### src/hdl/slt_pkg.sv
// Shared widths, action and status codes, and the signed compare for the sorted table.
package slt_pkg;

    localparam int ACTION_W      = 3;
    localparam int DATA_W        = 32;
    localparam int STATUS_W      = 2;
    localparam int ENTRY_COUNT_W = 6;
    localparam int S_TDATA_W     = 32;
    localparam int S_TUSER_W     = 3;
    localparam int M_TDATA_W     = 40;
    localparam int M_TUSER_W     = 3;

    typedef logic [ACTION_W-1:0] action_t;
    typedef logic [STATUS_W-1:0] status_t;
    typedef logic [DATA_W-1:0]   data_t;

    localparam action_t ACT_CREATE  = 3'd0;
    localparam action_t ACT_INSERT  = 3'd1;
    localparam action_t ACT_DELETE  = 3'd2;
    localparam action_t ACT_SEARCH  = 3'd3;
    localparam action_t ACT_DISPLAY = 3'd4;

    localparam status_t ST_OK          = 2'd0;
    localparam status_t ST_NOT_FOUND   = 2'd1;
    localparam status_t ST_FULL        = 2'd2;
    localparam status_t ST_NOT_CREATED = 2'd3;

    // Signed order on raw 32-bit words
    function automatic logic less_than(input data_t a, input data_t b);
        less_than = ($signed(a) < $signed(b));
    endfunction

endpackage

### src/hdl/sorted_list_table.sv
// Sorted table of signed values held in a single-port-read, single-port-write memory.
//
//  channel | dir | handshake          | payload
//  s_      | in  | s_tvalid/s_tready  | s_tuser: action; s_tdata: operand_value
//  m_      | out | m_tvalid/m_tready  | m_tuser: status, item_valid; m_tdata: item_value,
//          |     | m_tlast = last     |   entry_count
//
// One request is worked at a time; s_tready is high only while the controller is idle.
// Create, refused actions and requests on an empty table: straight from idle to the result state.
// Insert: walks down from the tail, one memory read and shift write per cycle.
// Delete and search: one entry read per cycle from the memory port, over every entry.
// Display: one entry per cycle while m_tready is high; a low m_tready holds scan or result.
// Reset (aresetn low, synchronous) clears count and the created flag; memory is not cleared.
module sorted_list_table #(
    parameter int CAPACITY = 32
) (
    input  logic                        aclk,
    input  logic                        aresetn,
    input  logic                        s_tvalid,
    output logic                        s_tready,
    input  logic [slt_pkg::S_TDATA_W-1:0] s_tdata,  // [31:0] operand_value
    input  logic [slt_pkg::S_TUSER_W-1:0] s_tuser,  // [2:0] action
    output logic                        m_tvalid,
    input  logic                        m_tready,
    output logic [slt_pkg::M_TDATA_W-1:0] m_tdata,  // [31:0] item_value, [37:32] entry_count
    output logic [slt_pkg::M_TUSER_W-1:0] m_tuser,  // [1:0] status, [2] item_valid
    output logic                        m_tlast
);
    import slt_pkg::*;

    localparam int AW    = (CAPACITY > 1) ? $clog2(CAPACITY) : 1;
    localparam int CNT_W = $clog2(CAPACITY + 1);

    typedef enum logic [1:0] {
        S_IDLE,
        S_SCAN,
        S_HEAD,
        S_RESP
    } state_t;

    state_t               state_reg, state_next;
    logic [CNT_W-1:0]     count_reg, count_next;
    logic                 created_reg, created_next;
    logic [AW-1:0]        idx_reg, idx_next;
    logic [CNT_W-1:0]     wptr_reg, wptr_next;
    logic                 found_reg, found_next;
    action_t              op_reg, op_next;
    data_t                val_reg, val_next;
    status_t              status_reg, status_next;

    logic                 m_tvalid_reg, m_tvalid_next;
    status_t              out_status_reg, out_status_next;
    data_t                out_value_reg, out_value_next;
    logic                 out_item_valid_reg, out_item_valid_next;
    logic                 out_last_reg, out_last_next;
    logic [CNT_W-1:0]     out_count_reg, out_count_next;

    // Memory port controls
    logic                 rd_en;
    logic [AW-1:0]        rd_addr;
    data_t                rd_data;
    logic                 wr_en;
    logic [AW-1:0]        wr_addr;
    data_t                wr_data;
    data_t                mem [CAPACITY];

    logic                 slot_free;
    logic                 last_idx;
    logic                 match;
    action_t              in_action;
    data_t                in_value;

    assign s_tready  = (state_reg == S_IDLE);
    assign m_tvalid  = m_tvalid_reg;
    assign m_tlast   = out_last_reg;
    assign m_tdata   = {{(M_TDATA_W - DATA_W - ENTRY_COUNT_W){1'b0}},
                        ENTRY_COUNT_W'(out_count_reg), out_value_reg};
    assign m_tuser   = {out_item_valid_reg, out_status_reg};

    assign in_action = s_tuser[ACTION_W-1:0];
    assign in_value  = s_tdata[DATA_W-1:0];
    assign slot_free = !m_tvalid_reg || m_tready;
    assign last_idx  = (CNT_W'(idx_reg) == (count_reg - CNT_W'(1)));
    assign match     = (rd_data == val_reg);

    // Table storage: registered read, one write per cycle
    always_ff @(posedge aclk) begin
        if (wr_en) begin
            mem[wr_addr] <= wr_data;
        end
    end

    always_ff @(posedge aclk) begin
        if (rd_en) begin
            rd_data <= mem[rd_addr];
        end
    end

    // Sequencer: decode request, scan memory, build result
    always_comb begin
        state_next          = state_reg;
        count_next          = count_reg;
        created_next        = created_reg;
        idx_next            = idx_reg;
        wptr_next           = wptr_reg;
        found_next          = found_reg;
        op_next             = op_reg;
        val_next            = val_reg;
        status_next         = status_reg;
        m_tvalid_next       = m_tvalid_reg && !m_tready;
        out_status_next     = out_status_reg;
        out_value_next      = out_value_reg;
        out_item_valid_next = out_item_valid_reg;
        out_last_next       = out_last_reg;
        out_count_next      = out_count_reg;
        rd_en               = 1'b0;
        rd_addr             = idx_reg;
        wr_en               = 1'b0;
        wr_addr             = idx_reg;
        wr_data             = val_reg;

        unique case (state_reg)
            S_IDLE: begin
                if (s_tvalid) begin
                    op_next     = in_action;
                    val_next    = in_value;
                    status_next = ST_OK;
                    found_next  = 1'b0;
                    wptr_next   = '0;
                    idx_next    = '0;
                    state_next  = S_RESP;
                    if (in_action == ACT_CREATE) begin
                        count_next   = '0;
                        created_next = 1'b1;
                    end else if (in_action > ACT_DISPLAY) begin
                        // unused code: plain acknowledge
                    end else if (!created_reg) begin
                        status_next = ST_NOT_CREATED;
                    end else begin
                        case (in_action)
                            ACT_INSERT: begin
                                if (count_reg >= CNT_W'(CAPACITY)) begin
                                    status_next = ST_FULL;
                                end else if (count_reg == '0) begin
                                    wr_en      = 1'b1;
                                    wr_addr    = '0;
                                    wr_data    = in_value;
                                    count_next = CNT_W'(1);
                                end else begin
                                    // start from the tail and shift upward
                                    rd_en      = 1'b1;
                                    rd_addr    = AW'(count_reg - CNT_W'(1));
                                    idx_next   = AW'(count_reg - CNT_W'(1));
                                    state_next = S_SCAN;
                                end
                            end
                            ACT_DELETE, ACT_SEARCH: begin
                                if (count_reg == '0) begin
                                    status_next = ST_NOT_FOUND;
                                end else begin
                                    rd_en      = 1'b1;
                                    rd_addr    = '0;
                                    state_next = S_SCAN;
                                end
                            end
                            default: begin
                                // display
                                if (count_reg != '0) begin
                                    rd_en      = 1'b1;
                                    rd_addr    = '0;
                                    state_next = S_SCAN;
                                end
                            end
                        endcase
                    end
                end
            end

            S_SCAN: begin
                case (op_reg)
                    ACT_INSERT: begin
                        wr_en   = 1'b1;
                        wr_addr = idx_reg + AW'(1);
                        if (less_than(rd_data, val_reg)) begin
                            // slot found just above this entry
                            wr_data    = val_reg;
                            count_next = count_reg + CNT_W'(1);
                            state_next = S_RESP;
                        end else begin
                            wr_data = rd_data;
                            if (idx_reg == '0) begin
                                state_next = S_HEAD;
                            end else begin
                                rd_en    = 1'b1;
                                rd_addr  = idx_reg - AW'(1);
                                idx_next = idx_reg - AW'(1);
                            end
                        end
                    end
                    ACT_DELETE: begin
                        // compact kept entries down to the write pointer
                        if (match) begin
                            found_next = 1'b1;
                        end else begin
                            wr_en     = 1'b1;
                            wr_addr   = wptr_reg[AW-1:0];
                            wr_data   = rd_data;
                            wptr_next = wptr_reg + CNT_W'(1);
                        end
                        if (last_idx) begin
                            count_next  = match ? wptr_reg : (wptr_reg + CNT_W'(1));
                            status_next = (found_reg || match) ? ST_OK : ST_NOT_FOUND;
                            state_next  = S_RESP;
                        end else begin
                            rd_en    = 1'b1;
                            rd_addr  = idx_reg + AW'(1);
                            idx_next = idx_reg + AW'(1);
                        end
                    end
                    ACT_SEARCH: begin
                        if (match) begin
                            found_next = 1'b1;
                        end
                        if (last_idx) begin
                            status_next = (found_reg || match) ? ST_OK : ST_NOT_FOUND;
                            state_next  = S_RESP;
                        end else begin
                            rd_en    = 1'b1;
                            rd_addr  = idx_reg + AW'(1);
                            idx_next = idx_reg + AW'(1);
                        end
                    end
                    ACT_DISPLAY: begin
                        // hold the read data until the output slot frees
                        if (slot_free) begin
                            m_tvalid_next       = 1'b1;
                            out_status_next     = ST_OK;
                            out_value_next      = rd_data;
                            out_item_valid_next = 1'b1;
                            out_last_next       = last_idx;
                            out_count_next      = count_reg;
                            if (last_idx) begin
                                state_next = S_IDLE;
                            end else begin
                                rd_en    = 1'b1;
                                rd_addr  = idx_reg + AW'(1);
                                idx_next = idx_reg + AW'(1);
                            end
                        end
                    end
                    default: begin
                        state_next = S_RESP;
                    end
                endcase
            end

            S_HEAD: begin
                // new value becomes the smallest entry
                wr_en      = 1'b1;
                wr_addr    = '0;
                wr_data    = val_reg;
                count_next = count_reg + CNT_W'(1);
                state_next = S_RESP;
            end

            S_RESP: begin
                if (slot_free) begin
                    m_tvalid_next       = 1'b1;
                    out_status_next     = status_reg;
                    out_value_next      = '0;
                    out_item_valid_next = 1'b0;
                    out_last_next       = 1'b1;
                    out_count_next      = count_reg;
                    state_next          = S_IDLE;
                end
            end

            default: begin
                state_next = S_IDLE;
            end
        endcase
    end

    // State and registered outputs
    always_ff @(posedge aclk) begin
        if (!aresetn) begin
            state_reg    <= S_IDLE;
            count_reg    <= '0;
            created_reg  <= 1'b0;
            m_tvalid_reg <= 1'b0;
        end else begin
            state_reg    <= state_next;
            count_reg    <= count_next;
            created_reg  <= created_next;
            m_tvalid_reg <= m_tvalid_next;
        end
        idx_reg            <= idx_next;
        wptr_reg           <= wptr_next;
        found_reg          <= found_next;
        op_reg             <= op_next;
        val_reg            <= val_next;
        status_reg         <= status_next;
        out_status_reg     <= out_status_next;
        out_value_reg      <= out_value_next;
        out_item_valid_reg <= out_item_valid_next;
        out_last_reg       <= out_last_next;
        out_count_reg      <= out_count_next;
    end

endmodule

### config.mk
export PLATFORM = sky130hd
export DESIGN_NAME = sorted_list_table
export DESIGN_NICKNAME = d
export VERILOG_FILES = /design/src/hdl/slt_pkg.sv /design/src/hdl/sorted_list_table.sv
export SDC_FILE = /design/constraint.sdc
export NUM_CORES = 1
export LEC_CHECK = 0
export BUFFER_PORTS_ARGS = -buffer_cell sky130_fd_sc_hd__buf_2
export CORE_ASPECT_RATIO = 0.75
export CORE_MARGIN = 4
export CORE_UTILIZATION = 45
export CTS_BUF_LIST = sky130_fd_sc_hd__clkbuf_8 sky130_fd_sc_hd__clkbuf_16
export DETAILED_ROUTE_END_ITERATION = 7
export GPL_TIMING_DRIVEN = 0
export PLACE_DENSITY_LB_ADDON = 0.1
export SYNTH_ARGS = -nofsm -noshare
export SYNTH_HDL_FRONTEND = slang
export SYNTH_SLANG_ARGS = --single-unit
### constraint.sdc
create_clock -name aclk -period 5.14 [get_ports aclk]
set_input_delay 0.771 -clock aclk [delete_from_list [all_inputs] [get_ports aclk]]
set_output_delay 0.771 -clock aclk [all_outputs]
set_load 0.005 [all_outputs]
==> summary.txt <==
Clock tree
  • Clock sink total: 1,157
  • H-tree Lvls: 3
  • Reg clk slew, reported paths: 0.06 ns
  • CTS tree: done
  • CTS root buf: clkbuf_16
  • Post-CTS Hold Fix Bufs: 0
  • Clock Latency Late Sink: 0.73 ns
  • Clock buffer depth: 3
  • Total CTS buffers: 110

Synthesis
  • Netlist cell types: slightly below 80
  • Post-synthesis cell count: roughly 3,500
  • Synth Warn #: 0
  • Post-Syn Area per Cell: 14.0 sq um
  • Post-synthesis instance area: 48,600 sq um
  • Synth area leader: edfxtp_1
  • Top FF cell, synth: edfxtp_1
  • Area contributors post-synth: edfxtp_1, mux2i_1, nand2_1
  • EDFF count, synth: 1,147
  • Synth async-reset ratio: 0%
  • Post-synthesis sequential area ratio: 71.3%
  • Synth top area share: 70.9%
  • Yosys reg bits: 1,157

Detailed routing
  • Drt pass-1 iters: 5
  • Iter 0 DRT Violations: a little under 4,000
  • WL/cell: 28.0 um
  • DRT Wirelength: around 150,000 um
  • Post-DR vias/cell: 6.01
  • Via count: 31,800
  • Routed Antenna Nets: 0
  • Drt drc: 0

Global route
  • Pin count of the biggest net entering global routing: 33
  • GRT overflow: 0
  • GRT Util Overall: 25.6%
  • Initial antenna violation count: 1
  • Vias in the first global route: 29,500
  • Global-route wire length before repair: 212,000 um

Timing
  • Max Slew Vio Count: 0
  • Setup-failing EPs final: 32
  • Hold Vio Cnt, Final: 0
  • FMAX: roughly 190 MHz
  • Final worst-path setup slack: -0.226 ns
  • Unrepaired setup endpoints after global routing: true
  • Post-layout min period: 5.37 ns
  • Layout Skew: around 0.025 ns
  • Worst-margin pin slew: 1.36 ns
  • Fin crit share: 104%
  • Max-slew headroom: a little under a tenth

Die
  • Die Height: 293 um
  • Die footprint: between 100,000 and 150,000 sq um
  • Starting Density: 45.3%
  • Core area: 107,000 sq um
  • Die width: 387 um
  • Rows: 104
  • I/O pin count: 85

Setup path
  • Critical Path Start Type: flip-flop
  • CP arrival: 5.78 ns
  • Critical Path Fanout Max: 10
  • Cells on worst reg2reg path: 12
  • CP Capture Type: flip-flop
  • Setup Crit Path Kind: flip-flop to flip-flop
  • WP data required: 5.55 ns

Run
  • Max-cap viol count: 0

Status
  • Failing checks: setup timing
  • Status: finished, violations left

Final layout
  • # fillers: 8,978
  • Max FFs per register: 1,024
  • Fin util: 53.1%
  • Biggest register: mem
  • Share of layout cells above drive strength 1: between 10% and 20%
  • Layout area overhead: 17.2%
  • Fin nets: 3,849

Pwr
  • Pleak: 20.0 nW
  • PwrDens: 732 nW/um^2
  • Pwr Total: approximately 42 mW
  • IR drop worst, VDD: 0.450 mV

Min path
  • Hold depth: 1
  • Hold/Removal Path Class: input port to flip-flop

Placed design
  • Hpwl dp: 105,000 um
  • Global placer's final weighted congestion: just over 0.9
  • Port Buffer Count: 82
## synth_stat cells (all sizes together) (12+ instances only)
cell,instances
a211oi,168
a21oi,140
a22oi,28
a311oi,161
a31oi,35
buf,94
clkbuf,152
edfxtp,1147
ha,42
inv,151
mux2i,234
nand2,512
nand3,115
nand4,43
nor2,75
nor2b,37
o21ai,94
o22ai,70
xnor2,12
## metal layers
metal	track usage (%)	routed length (um)	up-vias
li1	-	-	14000
met1	41.6	69700	16000
met2	35.0	60400	1557
met3	5.29	14900	186
met4	5.81	3160	0
met5	0	0	-
## cells by family after synthesis
logic type,after synthesis,synth area share [%]
AOI/OAI and AO/OA,771,11.3
buffers and inverters,397,3.38
xor gates and xnor gates,20,0.376
muxes,237,4.89
DFF,1157,71.3
other,1,0.00772
and+or+nand+nor,844,7.68
adders and majority gates,42,1.08
## layout make-up
class | count | area, sq um | area share (%)
multi-input cells | 1916 | 13200 | 23.2
diodes | 1 | 2.50 | 0.00440
flip-flops and latches | 1157 | 34600 | 60.9
repair buffers | 188 | 1970 | 3.45
clock inverters | 91 | 708 | 1.24
plain buffers | 244 | 1270 | 2.23
well taps | 1431 | 1790 | 3.14
clock buffers | 112 | 2800 | 4.92
inverters | 151 | 567 | 0.996
## worst max-delay path, cell delays in order, from the launching register on
cell	delay (ns)
edfxtp_1	0.43
ha_1	0.32
nand4_1	0.29
a2111oi_1	0.92
o41ai_4	0.33
a31oi_2	0.44
a311oi_1	0.17
a211oi_2	0.44
buf_2	0.35
nor3_2	0.15
clkbuf_1	0.35
a211oi_1	0.56
nand4_1	0.27
## metrics by stage
stage                     cell area [sq um]  std cells  hold slack [ns]  setup TNS [ns]  setup slack, ns
after floorplan                       48600       3470            0.409               0            0.447
final                                 56900       5291            0.239           -3.19           -0.226
after global routing                  56900       5290            0.211           -3.21           -0.176
after global placement                50800       4983            0.425        -4131.51            -3.27
after detailed placement              52300       5038            0.428        -1113.35            -1.73
after CTS                             56400       5253            0.193          -0.168          -0.0636
## cells in the final DEF, fill, tap and decap left out, types with 22 or more instances in the layout
master / Yosys / routed
edfxtp_1: 1147 / 1147
nand2_1: 512 / 512
mux2i_1: 234 / 233
inv_1: 151 / 170
a311oi_1: 150 / 148
a211oi_1: 167 / 147
a21oi_1: 140 / 138
buf_2: 57 / 120
nand3_1: 115 / 112
clkbuf_16: 0 / 112
clkbuf_1: 152 / 92
buf_4: 10 / 73
o21ai_0: 92 / 67
clkbuf_2: 0 / 54
buf_12: 0 / 46
nand4_1: 43 / 43
ha_1: 42 / 42
nor2_1: 75 / 41
o22ai_1: 70 / 41
nor2b_1: 37 / 37
a31oi_1: 35 / 34
clkinv_1: 0 / 33
nor2_4: 0 / 32
o22ai_2: 0 / 29
a22oi_1: 27 / 27
clkinv_2: 0 / 22
## final timing paths
check,to,startpoint,slack [ns]
hold / removal,val_reg[1],s_tdata[1],0.24
setup reg to reg,rd_data[13],rd_data[13],-0.23
hold reg to reg,out_count_reg[3],count_reg[3],0.44
setup / recovery,rd_data[13],rd_data[13],-0.23
## power breakdown
part	internal (mW)	total (mW)	switching (mW)
Clock	4.44	8.03	3.59
Sequential	13.0	13.2	0.261
Combinational	5.64	20.4	14.8
Total	23.0	41.7	18.6
## what timing repair did
action	4_1_cts	5_1_grt
setup endpoints to repair	1611	806
hold endpoints to repair	0	0
gates resized for setup	142	77
buffers inserted	13	38
pin swaps	9	20
No activity file was read; power rests on OpenSTA's default activity.
